**config.mk**
```make
export PLATFORM = sky130hd
export DESIGN_NAME = psg_three_tone_one_noise
export DESIGN_NICKNAME = d
export VERILOG_FILES = /design/src/rtl/psg_pkg.sv /design/src/rtl/psg_tone.sv /design/src/rtl/psg_noise.sv /design/src/rtl/psg_three_tone_one_noise.sv
export SDC_FILE = /design/constraint.sdc
export NUM_CORES = 1
export LEC_CHECK = 0
export BUFFER_PORTS_ARGS = -buffer_cell sky130_fd_sc_hd__clkbuf_2
export CAP_MARGIN = 20
export CORE_AREA = 4 4 117 203
export DETAILED_ROUTE_END_ITERATION = 7
export DIE_AREA = 0 0 121 207
export PLACE_DENSITY = 0.73
export REMOVE_ABC_BUFFERS = 1
export SETUP_SLACK_MARGIN = 0.5
export SYNTH_ARGS = -nofsm -noshare
export SYNTH_HDL_FRONTEND = slang
export SYNTH_SLANG_ARGS = --single-unit
```
**constraint.sdc**
```tcl
create_clock -name aclk -period 10.7 [get_ports aclk]
set_input_delay 0.535 -clock aclk [delete_from_list [all_inputs] [get_ports aclk]]
set_output_delay 0.535 -clock aclk [all_outputs]
set_load 0.05 [all_outputs]
```
**src/rtl/psg_pkg.sv**
```systemverilog
package psg_pkg;

    // Operation codes carried by an input item.
    localparam logic OP_WRITE = 1'b0;
    localparam logic OP_RUN   = 1'b1;

    // Configuration register indexes.
    localparam logic [1:0] CFG_DRUM_MODE     = 2'd0;
    localparam logic [1:0] CFG_SAMPLE_ENABLE = 2'd1;
    localparam logic [1:0] CFG_SAMPLE_PERIOD = 2'd2;

    localparam logic [1:0] NOISE_CHANNEL = 2'd3;

    localparam logic [15:0] SHIFTER_RESET = 16'h8000;
    localparam logic [15:0] WHITE_TAPS    = 16'h0009;
    localparam logic [15:0] PERIOD_RESET  = 16'd75;
    localparam logic signed [17:0] SAMPLE_MIN = -18'sd131072;

    // Cycle run shared by all counters.
    typedef struct packed {
        logic       run;
        logic [7:0] cycles;
    } run_t;

    // Tone period write: low nibble or upper six bits.
    typedef struct packed {
        logic       lo_we;
        logic       hi_we;
        logic [5:0] data;
    } tone_wr_t;

    // Noise control write.
    typedef struct packed {
        logic       we;
        logic [2:0] data;
    } noise_wr_t;

endpackage

```
**src/rtl/psg_tone.sv**
```systemverilog
module psg_tone
    import psg_pkg::*;
(
    input  logic       aclk,
    input  logic       aresetn,
    input  tone_wr_t   wr,
    input  run_t       run,
    output logic [9:0] period,
    output logic       neg_next
);

    logic [9:0]         period_reg, period_next;
    logic [15:0]        count_reg, count_next;
    logic               neg_reg;
    logic signed [16:0] left;
    logic               frozen;
    logic               expire;

    assign left   = $signed({1'b0, count_reg}) - $signed({9'b0, run.cycles});
    assign frozen = (count_reg == 16'd0) && (period_reg == 10'd0);
    assign expire = left[16] || (left == 17'sd0);

    always_comb begin
        period_next = period_reg;
        count_next  = count_reg;
        neg_next    = neg_reg;
        if (wr.lo_we) begin
            period_next = {period_reg[9:4], wr.data[3:0]};
        end else if (wr.hi_we) begin
            period_next = {wr.data, period_reg[3:0]};
        end
        if (run.run && !frozen) begin
            if (expire) begin
                // Reload with period times 16; any overshoot is dropped.
                count_next = {2'b00, period_reg, 4'b0000};
                neg_next   = !neg_reg;
            end else begin
                count_next = left[15:0];
            end
        end
    end

    always_ff @(posedge aclk) begin
        if (!aresetn) begin
            period_reg <= '0;
            count_reg  <= '0;
            neg_reg    <= 1'b0;
        end else begin
            period_reg <= period_next;
            count_reg  <= count_next;
            neg_reg    <= neg_next;
        end
    end

    assign period = period_reg;

endmodule

```
**src/rtl/psg_noise.sv**
```systemverilog
module psg_noise
    import psg_pkg::*;
(
    input  logic       aclk,
    input  logic       aresetn,
    input  noise_wr_t  wr,
    input  run_t       run,
    input  logic       drum_mode,
    input  logic [9:0] tone2_period,
    output logic       neg_next
);

    logic [15:0]        count_reg, count_next;
    logic [15:0]        shift_reg, shift_next;
    logic [1:0]         rate_reg, rate_next;
    logic               white_reg, white_next;
    logic               toggle_reg, toggle_next;
    logic               neg_reg;
    logic signed [16:0] left;
    logic               expire;
    logic [15:0]        reload;
    logic [15:0]        taps;
    logic               feed;

    assign left   = $signed({1'b0, count_reg}) - $signed({9'b0, run.cycles});
    assign expire = left[16] || (left == 17'sd0);
    assign taps   = shift_reg & WHITE_TAPS;
    assign feed   = white_reg ? (taps[0] ^ taps[3]) : shift_reg[0];

    always_comb begin
        case (rate_reg)
            2'd0:    reload = drum_mode ? 16'd16 : 16'd256;
            2'd1:    reload = drum_mode ? 16'd32 : 16'd512;
            2'd2:    reload = drum_mode ? 16'd64 : 16'd1024;
            default: reload = {2'b00, tone2_period, 4'b0000};
        endcase
    end

    always_comb begin
        count_next  = count_reg;
        shift_next  = shift_reg;
        rate_next   = rate_reg;
        white_next  = white_reg;
        toggle_next = toggle_reg;
        neg_next    = neg_reg;
        if (wr.we) begin
            shift_next = SHIFTER_RESET;
            rate_next  = wr.data[1:0];
            white_next = wr.data[2];
        end
        if (run.run) begin
            if (expire) begin
                count_next  = reload;
                toggle_next = !toggle_reg;
                // The shifter advances on every second expiry.
                if (!toggle_reg) begin
                    neg_next   = !shift_reg[0];
                    shift_next = {feed, shift_reg[15:1]};
                end
            end else begin
                count_next = left[15:0];
            end
        end
    end

    always_ff @(posedge aclk) begin
        if (!aresetn) begin
            count_reg  <= '0;
            shift_reg  <= SHIFTER_RESET;
            rate_reg   <= '0;
            white_reg  <= 1'b0;
            toggle_reg <= 1'b0;
            neg_reg    <= 1'b0;
        end else begin
            count_reg  <= count_next;
            shift_reg  <= shift_next;
            rate_reg   <= rate_next;
            white_reg  <= white_next;
            toggle_reg <= toggle_next;
            neg_reg    <= neg_next;
        end
    end

endmodule

```
**src/rtl/psg_three_tone_one_noise.sv**
```systemverilog
// Three-tone, one-noise sound generator.
// An accepted item waits in the input register until the result register can take its output;
// a run item that fires a mixer sample has it captured in the result register for the m_ channel.
// Throughput: one item per cycle, set by the single pass from the input register
// to the state and result registers; the input side stalls only while a sample waits.
// Reset (aresetn, synchronous, active low) returns all channel state and config to defaults.
module psg_three_tone_one_noise
    import psg_pkg::*;
(
    input  logic              aclk,
    input  logic              aresetn,

    input  logic              cfg_wr_en,
    input  logic [1:0]        cfg_index,
    input  logic [15:0]       cfg_wdata,

    input  logic              s_valid,
    output logic              s_ready,
    input  logic              s_operation,
    input  logic [7:0]        s_write_value,
    input  logic [7:0]        s_cycle_count,

    output logic              m_valid,
    input  logic              m_ready,
    output logic signed [4:0] m_tone_a_level,
    output logic signed [4:0] m_tone_b_level,
    output logic signed [4:0] m_tone_c_level,
    output logic signed [4:0] m_noise_level
);

    // Configuration registers.
    logic        drum_mode_reg;
    logic        sample_enable_reg;
    logic [15:0] sample_period_reg;

    always_ff @(posedge aclk) begin
        if (!aresetn) begin
            drum_mode_reg     <= 1'b0;
            sample_enable_reg <= 1'b0;
            sample_period_reg <= PERIOD_RESET;
        end else if (cfg_wr_en) begin
            unique case (cfg_index)
                CFG_DRUM_MODE:     drum_mode_reg     <= cfg_wdata[0];
                CFG_SAMPLE_ENABLE: sample_enable_reg <= cfg_wdata[0];
                CFG_SAMPLE_PERIOD: sample_period_reg <= cfg_wdata;
                default: ;
            endcase
        end
    end

    // Input register. The item held here is processed in one pass as soon
    // as the result register can take whatever it produces.
    logic       in_valid_reg;
    logic       in_op_reg;
    logic [7:0] in_value_reg;
    logic [7:0] in_cycles_reg;
    logic       step;

    assign step    = in_valid_reg && (!m_valid || m_ready);
    assign s_ready = !in_valid_reg || step;

    always_ff @(posedge aclk) begin
        if (!aresetn) begin
            in_valid_reg <= 1'b0;
        end else if (s_ready) begin
            in_valid_reg <= s_valid;
        end
    end

    always_ff @(posedge aclk) begin
        if (s_valid && s_ready) begin
            in_op_reg     <= s_operation;
            in_value_reg  <= s_write_value;
            in_cycles_reg <= s_cycle_count;
        end
    end

    // Register write decode. A byte with bit 7 set latches a new channel and
    // type and carries four data bits; any other byte carries six data bits
    // for the target latched before.
    logic [1:0] latch_ch_reg, latch_ch_next;
    logic       latch_vol_reg, latch_vol_next;
    logic       wr_item;
    logic       is_latch;
    logic [5:0] wr_data;
    logic [3:0] volume_reg [4];

    tone_wr_t  tone_wr [3];
    noise_wr_t noise_wr;
    run_t      run;

    assign wr_item = step && (in_op_reg == OP_WRITE);
    assign is_latch = in_value_reg[7];

    always_comb begin
        latch_ch_next  = latch_ch_reg;
        latch_vol_next = latch_vol_reg;
        wr_data        = in_value_reg[5:0];
        if (is_latch) begin
            latch_ch_next  = in_value_reg[6:5];
            latch_vol_next = in_value_reg[4];
            wr_data        = {2'b00, in_value_reg[3:0]};
        end
    end

    always_comb begin
        for (int i = 0; i < 3; i++) begin
            tone_wr[i].lo_we = wr_item && !latch_vol_next && (latch_ch_next == 2'(i))
                               && is_latch;
            tone_wr[i].hi_we = wr_item && !latch_vol_next && (latch_ch_next == 2'(i))
                               && !is_latch;
            tone_wr[i].data  = wr_data;
        end
        noise_wr.we   = wr_item && !latch_vol_next && (latch_ch_next == NOISE_CHANNEL);
        noise_wr.data = wr_data[2:0];
        run.run       = step && (in_op_reg == OP_RUN);
        run.cycles    = in_cycles_reg;
    end

    always_ff @(posedge aclk) begin
        if (!aresetn) begin
            latch_ch_reg  <= '0;
            latch_vol_reg <= 1'b0;
            for (int i = 0; i < 4; i++) begin
                volume_reg[i] <= 4'hF;
            end
        end else if (wr_item) begin
            latch_ch_reg  <= latch_ch_next;
            latch_vol_reg <= latch_vol_next;
            if (latch_vol_next) begin
                volume_reg[latch_ch_next] <= wr_data[3:0];
            end
        end
    end

    // Tone and noise channels.
    logic [9:0] period [3];
    logic       neg_next [4];

    for (genvar g = 0; g < 3; g++) begin : g_tone
        psg_tone u_tone (
            .aclk     (aclk),
            .aresetn  (aresetn),
            .wr       (tone_wr[g]),
            .run      (run),
            .period   (period[g]),
            .neg_next (neg_next[g])
        );
    end

    psg_noise u_noise (
        .aclk         (aclk),
        .aresetn      (aresetn),
        .wr           (noise_wr),
        .run          (run),
        .drum_mode    (drum_mode_reg),
        .tone2_period (period[2]),
        .neg_next     (neg_next[3])
    );

    // Sample countdown: while sampling is enabled, drops by the cycles of each
    // run item and saturates at its most negative value. At or below zero the
    // period is added back, keeping the overshoot, and one mixer sample is emitted.
    logic signed [17:0] sample_cnt_reg;
    logic signed [18:0] sample_diff;
    logic signed [17:0] sample_sat;
    logic               fire;

    assign sample_diff = {sample_cnt_reg[17], sample_cnt_reg} - $signed({11'b0, in_cycles_reg});
    assign sample_sat  = (sample_diff < $signed({SAMPLE_MIN[17], SAMPLE_MIN}))
                         ? SAMPLE_MIN : sample_diff[17:0];
    assign fire        = run.run && sample_enable_reg && (sample_sat <= 18'sd0);

    always_ff @(posedge aclk) begin
        if (!aresetn) begin
            sample_cnt_reg <= '0;
        end else if (run.run && sample_enable_reg) begin
            if (sample_sat <= 18'sd0) begin
                sample_cnt_reg <= sample_sat + $signed({2'b00, sample_period_reg});
            end else begin
                sample_cnt_reg <= sample_sat;
            end
        end
    end

    // Mixer levels: polarity times (15 minus volume), from the polarity the
    // same run item leaves behind.
    logic signed [4:0] level_next [4];

    always_comb begin
        logic [4:0] mag;
        for (int i = 0; i < 4; i++) begin
            mag           = {1'b0, 4'hF - volume_reg[i]};
            level_next[i] = neg_next[i] ? $signed(5'd0 - mag) : $signed(mag);
        end
    end

    // Result register.
    logic              m_valid_reg;
    logic signed [4:0] level_reg [4];

    always_ff @(posedge aclk) begin
        if (!aresetn) begin
            m_valid_reg <= 1'b0;
        end else if (fire) begin
            m_valid_reg <= 1'b1;
        end else if (m_ready) begin
            m_valid_reg <= 1'b0;
        end
    end

    always_ff @(posedge aclk) begin
        if (fire) begin
            for (int i = 0; i < 4; i++) begin
                level_reg[i] <= level_next[i];
            end
        end
    end

    assign m_valid        = m_valid_reg;
    assign m_tone_a_level = level_reg[0];
    assign m_tone_b_level = level_reg[1];
    assign m_tone_c_level = level_reg[2];
    assign m_noise_level  = level_reg[3];

endmodule
```
==> out/metrics.yaml, run 1 <==
outcome: "complete, no violations"
synthTopCellsByCount: "nor2_1, dfxtp_1, nand2_1, a21oi_1, o21ai_0"
min_path_cells: 1
wl_per_cell_um: 18.6
layout.nets: 1585
clkLatencyLatePin_ns: 0.53
clock_sinks: 212
rrSetupSlack_ns: 5.32
largest_reg_flops: 48
gr-usage-met1: 0.276
io_pins: 62
required_ns: 11.13
viasPerCell: 6.11
worstMarginPinSlew_ns: 1.05
setup_violations: 0
grt.busiest_layer: "met2"
antenna_cells: 0
rows: 72
cts_buffers: 22
overflow: 0
ys.flop_type: "dfxtp_1"
synth_warnings: 0
antenna_found_initial: 0
cts_max_level: 1
drive_gt1_frac: 0.0969
path_clk_slew_ns: 0.07
fmax_mhz: 186
die_w_um: 121
drc: 0
firstDrtPassIters: 5
period_minus_slack_ns: 5.38
synth_seq_area_share: 0.390
dp_hpwl_um: 24700
clock_path_buffers: 3
cp.arrival_ns: 5.80
rr_worst_depth: 21
slew_viol_final: 0
synth_most_common_cell: "nor2_1"
post_cts_buffers: 0
numPortBuffers: 61
hold_path_startpoint: "s_write_value[4]"
finalHoldViolations: 0
grtUsageMet2: 0.497
synth_top_area_share: 0.260
peakVddDrop_mv: 0.155
end_kind: "register"
first_global_vias: 10909
p_leak_nw: 5.25
worstSetupStartpointType: "register"
syn_to_final_growth_pct: 10.4
die-area_mm2: 0.0250
cts_resized: 0
synth.area.top_cells: "dfxtp_1, edfxtp_1, ha_1"
max-cap-violations: 0
drtAntennaViolNets: 0
power_density_mw_per_mm2: 151
final_area_mm2: 0.0135
finalClockSkew_ns: 0.0103
dieHeight_um: 207
max-slew-margin-rel: 0.299
reg2reg_to: "sample_cnt_reg[16]$_SDFFE_PN0P_"
cp_max_fo: 16
drt_iter0_drc: 659
async_flop_share: 0
synth_cell_type_count: 79
hold_path_end: "in_value_reg[4]$_DFFE_PP_"
core_region_area_mm2: 0.0221
mappedNetlistArea_mm2: 0.0123
placed_area_mm2: 0.0128
place_congestion: 0.983
grt.total_usage: 0.266
avgSynthCellArea_um2: 8.51
wl_um: 33400
initial_core_util: 0.555
fin_tns_setup_ns: 0
num_vias: 10957
ys_ff_latch: 212
tritoncts: "done"
hp-class: "in2reg"
postCtsHoldBufs: 0
grt_pass1_wl_um: 54200
synthCells: 1440
rsz0062_at_grt: "no"
use_met3: 0.0297
r2r-start: "in_cycles_reg[1]$_DFFE_PP_"
synth_top_area_cell: "dfxtp_1"
grt_max_degree: 81
clk_root_buffer_cell: "clkbuf_16"
fin_crit_sh: 0.503
synth_edf_count: 53
crit_type: "reg2reg"
-- through the flow --
step | utilization | setup slack [ns] | cells | hold slack, ns | total power, mW
global placement | 0.580 | 5.53 | 1749 | 0.447 | 1.30
detailed placement | 0.580 | 5.37 | 1750 | 0.452 | 1.30
finish | 0.613 | 5.32 | 1792 | 0.180 | 2.05
global route | 0.613 | 4.86 | 1792 | 0.158 | 2.14
CTS | 0.612 | 5.37 | 1790 | 0.152 | 2.06
floorplan | - | 5.67 | 1378 | 0.436 | 1.19
-- placed cells by master (no fill, tap or decap), drive strengths merged, types with 12 or more instances in the layout --
master / netlist / routed
nor2: 163 / 163
dfxtp: 159 / 159
nand2: 126 / 126
a21oi: 117 / 117
o21ai: 93 / 93
clkbuf: 57 / 89
inv: 63 / 64
ha: 60 / 60
nor3: 58 / 58
nand3: 56 / 56
edfxtp: 53 / 53
mux2i: 52 / 52
xnor2: 26 / 26
or3: 25 / 25
xor2: 24 / 24
nor4: 21 / 21
a31oi: 19 / 19
o21a: 16 / 16
buf: 5 / 16
a22oi: 15 / 15
a21boi: 14 / 14
nor2b: 13 / 13
nor3b: 13 / 13
a211oi: 12 / 12
a21o: 12 / 12
or4: 12 / 12
-- critical path, stage by stage, from the launching register on --
cell and delay [ns]:
edfxtp_1 0.54, inv_1 0.23, ha_1 0.32, nor2b_1 0.15, o211ai_1 0.11, a21oi_1 0.63, o21ai_0 0.22, or2_2 0.31
a21oi_1 0.15, buf_4 0.23, nor2_1 0.07, ha_1 0.37, a21o_1 0.19, a21oi_1 0.16, nor2b_1 0.06, a311oi_1 0.28
o21ai_2 0.16, a21oi_2 0.24, a21oi_2 0.10, a21o_1 0.20, or3_1 0.32, a31o_1 0.22
-- how the worst max path moves through the flow --
stage	startpoint	endpoint	slack, ns	cells past startpoint
after global routing	in_cycles_reg[1]$_DFFE_PP_	sample_cnt_reg[16]$_SDFFE_PN0P_	4.86	21
after floorplan	in_cycles_reg[1]$_DFFE_PP_	sample_cnt_reg[16]$_SDFFE_PN0P_	5.67	20
final	in_cycles_reg[1]$_DFFE_PP_	sample_cnt_reg[16]$_SDFFE_PN0P_	5.32	21
after global placement	in_cycles_reg[1]$_DFFE_PP_	sample_cnt_reg[16]$_SDFFE_PN0P_	5.53	21
after detailed placement	in_cycles_reg[1]$_DFFE_PP_	sample_cnt_reg[16]$_SDFFE_PN0P_	5.37	21
after CTS	in_cycles_reg[1]$_DFFE_PP_	sample_cnt_reg[16]$_SDFFE_PN0P_	5.37	21
-- final cells by class --
| class | count | area (um^2) |
|---|---|---|
| multi-input cells | 1103 | 7000 |
| inverters | 63 | 239 |
| well taps | 296 | 370 |
| flip-flops and latches | 212 | 4770 |
| clock inverters | 13 | 114 |
| repair buffers | 78 | 440 |
| clock buffers | 27 | 579 |
| fillers | 1973 | 8550 |
-- routing by layer --
metal | wire length [um] | up-vias
met3 | 1420 | 119
met2 | 18000 | 310
met1 | 11800 | 5178
li1 | - | 5350
met4 | 2170 | 0
met5 | 0 | -
-- cells by family after synthesis --
logic type / count (synthesis) / share of synthesized area
AND/OR/NAND/NOR: 546 / 0.215
AO/OA/AOI/OAI: 387 / 0.206
flip-flops: 212 / 0.390
buffers and inverters: 125 / 0.0389
adder cells (fa/ha/maj): 65 / 0.0694
multiplexers: 55 / 0.0452
XOR/XNOR: 50 / 0.0357
-- report_power, final --
group / internal, mW / switching, mW
Sequential: 0.843 / 0.0256
Clock: 0.414 / 0.335
Combinational: 0.162 / 0.265
No activity file was read; power rests on OpenSTA's default activity.
==> inputs of run 2 (changes only) <==
- clock period: 10.7 -> 5 ns (I/O delays scaled with it)
==> out/metrics.yaml, run 2 (synthesized netlist as in run 1, its figures left out) <==
finalHoldViolations: 0
dieHeight_um: 207
numPortBuffers: 61
core_region_area_mm2: 0.0221
grt_pass1_wl_um: 56100
clock_path_buffers: 3
drc: 0
critical_path_buf_inv_count: 3
most-common-layout-cells: "nor2_1, dfxtp_1, nand2_1, a21oi_1, o21ai_0"
slowest_delay_ns: 0.41
fin_crit_sh: 0.887
overflow: 0
die_w_um: 121
netSwitchingFraction: 0.303
crit_top_cell: "a21oi_2"
finalClockSkew_ns: 0.0162
pwr-share-comb: 0.221
largest_reg_flops: 48
wl_per_cell_um: 18.9
cp_slowest_cell: "a311oi_2"
die-area_mm2: 0.0250
required_ns: 5.42
layout.nets: 1647
crit_chain: "ha_2 > inv_1 > fa_2 > a211oi_4 > nor3_2 > nor2_1 > nand2_1 > or2_4 > a21oi_2 > buf_6 > buf_4 > nor2_1 > ha_1 > ha_1 > a311oi_2 > o21ai_2 > a21oi_2 > a21oi_2 > a21o_1 > or3_1 > a31o_1"
rows: 72
cp_max_fo: 5
io_pins: 62
rsz0062_at_grt: "yes"
hp-class: "in2reg"
cts_buffers: 22
initial_core_util: 0.555
cp.arrival_ns: 4.86
setup_violations: 0
slew_viol_final: 0
period_minus_slack_ns: 4.43
wl_um: 35100
num_vias: 11327
layout_commonest_cell: "nor2_1"
crit_type: "reg2reg"
viasPerCell: 6.10
first_global_vias: 11248
cts_max_level: 1
path_clk_slew_ns: 0.06
drtAntennaViolNets: 0
post-place-ws_ns: 0.176
holdWs_ns: 0.0921
seq_power_share: 0.414
max-cap-violations: 0
fill_cells: 1964
setup_ws_ns: 0.567
power_density_mw_per_mm2: 317
worstMarginPinSlew_ns: 1.03
fmax_mhz: 226
worstSetupStartpointType: "register"
end_kind: "register"
grt_max_degree: 72
p_leak_nw: 5.57
intPower_mw: 3.13
power_mw: 4.49
peakVddDrop_mv: 0.290
drt_iter0_drc: 702
max-slew-margin-rel: 0.311
clkLatencyLatePin_ns: 0.54
dp_hpwl_um: 25300
syn_to_final_growth_pct: 15.7
switching_power_mw: 1.36
outcome: "complete, no violations"
place_congestion: 0.913
drive_gt1_frac: 0.121
tritoncts: "done"
path_delay_family: "compound AO/OA/AOI/OAI gates"
antenna_found_initial: 2
firstDrtPassIters: 7
grt.total_usage: 0.276
power_frac_clock: 0.365
fin_tns_setup_ns: 0
clk_root_buffer_cell: "clkbuf_16"
clock_sinks: 212
[run 2: final timing paths]
path                                      to  cells after the start  slack (ns)                       startpoint
min reg2reg  u_noise.shift_reg[0]$_SDFF_PN0_                      2        0.46  u_noise.shift_reg[1]$_SDFF_PN0_
max reg2reg  sample_cnt_reg[16]$_SDFFE_PN0P_                     21        0.57       in_cycles_reg[0]$_DFFE_PP_
max          sample_cnt_reg[16]$_SDFFE_PN0P_                     21        0.57       in_cycles_reg[0]$_DFFE_PP_
min               drum_mode_reg$_SDFFE_PN0P_                      4        0.09                     cfg_index[0]
[run 2: worst register-to-register path, cell delays in order (launching register included)]
cell,delay (ns)
edfxtp_1,0.36
ha_2,0.18
inv_1,0.06
fa_2,0.40
a211oi_4,0.30
nor3_2,0.09
nor2_1,0.15
nand2_1,0.12
or2_4,0.27
a21oi_2,0.15
buf_6,0.13
buf_4,0.11
nor2_1,0.05
ha_1,0.21
ha_1,0.21
a311oi_2,0.41
o21ai_2,0.16
a21oi_2,0.21
a21oi_2,0.09
a21o_1,0.17
or3_1,0.30
a31o_1,0.21
[run 2: power by group through the flow]
stage / clock network (mW) / logic, mW / registers, mW
final: 1.64 / 0.993 / 1.86
after global routing: 1.72 / 1.10 / 1.86
after CTS: 1.66 / 0.954 / 1.86
after detailed placement: 0 / 0.919 / 1.89
after global placement: 0 / 0.906 / 1.89
after floorplan: 0 / 0.662 / 1.88
[run 2: through the flow]
| stage | cells | instance area [um^2] | utilization |
|---|---|---|---|
| final | 1856 | 14200 | 0.642 |
| after detailed placement | 1766 | 12900 | 0.586 |
| after global routing | 1856 | 14200 | 0.642 |
| after global placement | 1766 | 12900 | 0.586 |
| after CTS | 1844 | 14000 | 0.636 |
| after floorplan | 1378 | 12000 | - |
[run 2: layer usage]
| metal | GRT usage | up-vias | wire length [um] |
|---|---|---|---|
| met5 | 0 | - | 0 |
| met3 | 0.0347 | 135 | 1490 |
| met4 | 0.164 | 0 | 2430 |
| li1 | - | 5474 | - |
| met1 | 0.291 | 5366 | 12800 |
| met2 | 0.510 | 352 | 18400 |
[run 2: repair_timing]
action,CTS,global route
pin swaps,3,16
hold endpoints to repair,35,0
gates resized for setup,4,17
hold buffers,34,0
setup buffers,4,8
endpoints found under the setup margin,3,29
[run 2: layout make-up]
type,instances,area (um^2),area share
multi-input cells,1103,7070,0.499
flip-flops and latches,212,4770,0.337
repair buffers,140,998,0.0705
clock buffers,35,673,0.0475
well taps,296,370,0.0261
inverters,63,239,0.0169
clock inverters,5,42.5,0.00300
diodes,2,5.00,0.000353
==> inputs of run 3 (changes only) <==
- CELL_PAD_IN_SITES_DETAIL_PLACEMENT: not set -> 0
- CELL_PAD_IN_SITES_GLOBAL_PLACEMENT: not set -> 2
- CORE_AREA: 4 4 117 203 -> 4 4 141 245
- DIE_AREA: 0 0 121 207 -> 0 0 145 249
- PLACE_DENSITY: 0.73 -> not set
- PLACE_DENSITY_LB_ADDON: not set -> 0.1
==> out/metrics.yaml, run 3 (synthesized netlist as in run 1, its figures left out) <==
viasPerCell: 5.59
gr-usage-met1: 0.233
setup_violations: 0
worstSetupStartpointType: "register"
setup_ws_ns: 0.615
grt.busiest_layer: "met2"
die-area_mm2: 0.0361
die_w_um: 145
drtAntennaViolNets: 0
outcome: "complete, no violations"
finalClockSkew_ns: 0.0260
clock_path_buffers: 3
core_region_area_mm2: 0.0327
p_leak_nw: 5.67
grt.total_usage: 0.221
cp_max_fo: 5
power_density_mw_per_mm2: 330
drt_iter0_drc: 469
rows: 88
drc: 0
grt_pass1_wl_um: 63300
crit_type: "reg2reg"
peakVddDrop_mv: 0.285
io_pins: 62
multi_input_area_mm2: 0.00713
firstDrtPassIters: 4
placed_area_mm2: 0.0131
layout.nets: 1656
worstMarginPinSlew_ns: 1.10
hp-class: "in2reg"
final_area_mm2: 0.0145
required_ns: 5.42
dieHeight_um: 249
grtUsageMet2: 0.430
overflow: 0
largest_reg_flops: 48
clkLatencyLatePin_ns: 0.55
max-slew-margin-rel: 0.264
fill_cells: 3295
cts_buffers: 24
r2r-start: "in_cycles_reg[1]$_DFFE_PP_"
initial_core_util: 0.375
antenna_found_initial: 1
wl_per_cell_um: 20.6
fin_tns_setup_ns: 0
clock_sinks: 212
drive_gt1_frac: 0.131
first_global_vias: 11181
period_minus_slack_ns: 4.39
clk_root_buffer_cell: "clkbuf_16"
use_met3: 0.0271
cp.arrival_ns: 4.81
rsz0062_at_grt: "yes"
most-common-layout-cells: "nor2_1, dfxtp_1, nand2_1, a21oi_1, o21ai_0"
cts_max_level: 1
place_congestion: 0.878
holdWs_ns: 0.116
fin_crit_sh: 0.877
numPortBuffers: 61
finalHoldViolations: 0
layout_commonest_cell: "nor2_1"
wl_um: 40700
hold_path_startpoint: "cfg_index[1]"
path_clk_slew_ns: 0.06
post-place-ws_ns: 0.166
end_kind: "register"
tritoncts: "done"
antenna_cells: 0
grt_max_degree: 72
power_mw: 4.79
max-cap-violations: 0
dp_hpwl_um: 30200
syn_to_final_growth_pct: 18.6
num_vias: 11041
cp-startpoint: "in_cycles_reg[1]$_DFFE_PP_"
slew_viol_final: 0
register_area_mm2: 0.00477
fmax_mhz: 228
==> run 3: cell count changes in the layout (fill, tap and decap cells not counted), sizes merged <==
cell | previous run | this run
bufinv | 0 | 4
clkinv | 4 | 5
clkbuf | 97 | 94
diode | 2 | 0
buf | 44 | 52
clkinvlp | 1 | 2
==> run 3: worst paths after layout <==
| kind | cells past startpoint | slack (ns) | end |
|---|---|---|---|
| min reg2reg | 2 | 0.46 | u_noise.shift_reg[9]$_SDFF_PN0_ |
| min | 4 | 0.12 | sample_enable_reg$_SDFFE_PN0P_ |
| max | 21 | 0.61 | sample_cnt_reg[16]$_SDFFE_PN0P_ |
| max reg2reg | 21 | 0.61 | sample_cnt_reg[16]$_SDFFE_PN0P_ |
==> run 3: cell type report <==
class                   count  share of cell area
multi-input cells        1103               0.491
flip-flops and latches    212               0.329
repair buffers            147              0.0723
clock buffers              33              0.0451
well taps                 405              0.0349
inverters                  63              0.0164
clock inverters            11              0.0121
==> run 3: through the flow <==
step,cells,util
floorplan,1378,-
global placement,1883,0.401
detailed placement,1883,0.401
CTS,1964,0.439
global route,1974,0.444
finish,1974,0.444
==> run 3: power by group <==
| part | switching, mW | total [mW] | internal, mW |
|---|---|---|---|
| clock network | 0.760 | 1.89 | 1.13 |
| logic | 0.634 | 1.04 | 0.408 |
| registers | 0.0542 | 1.86 | 1.80 |
==> run 3: routing by layer <==
metal	part of all wire	wire length, um	up-vias
li1	-	-	5489
met1	0.37	15200	5257
met2	0.54	22000	200
met3	0.031	1260	93
met4	0.053	2170	2
met5	0.00032	13	-
==> run 3: repair_timing <==
action / 4_1_cts / 5_1_grt
endpoints found under the hold margin: 36 / 0
setup endpoints to repair: 7 / 33
gates resized for setup: 10 / 20
setup buffers: 3 / 10
pin swaps: 4 / 23
hold buffers: 34 / 0
==> run 3: worst max-delay path: stages, from the launching register on <==
cell and delay (ns):
edfxtp_1 0.38, inv_1 0.12, buf_6 0.17, ha_1 0.23, nor2b_1 0.13, o211ai_1 0.25
a21oi_2 0.12, or3_4 0.41, a21oi_4 0.17, buf_6 0.14, nor2_1 0.04, ha_1 0.35
a21o_1 0.18, a21oi_2 0.12, nor2b_1 0.06, a311oi_2 0.20, o21ai_2 0.10, a21oi_2 0.24
a21oi_2 0.12, a21o_1 0.19, or3_1 0.31, a31o_1 0.22
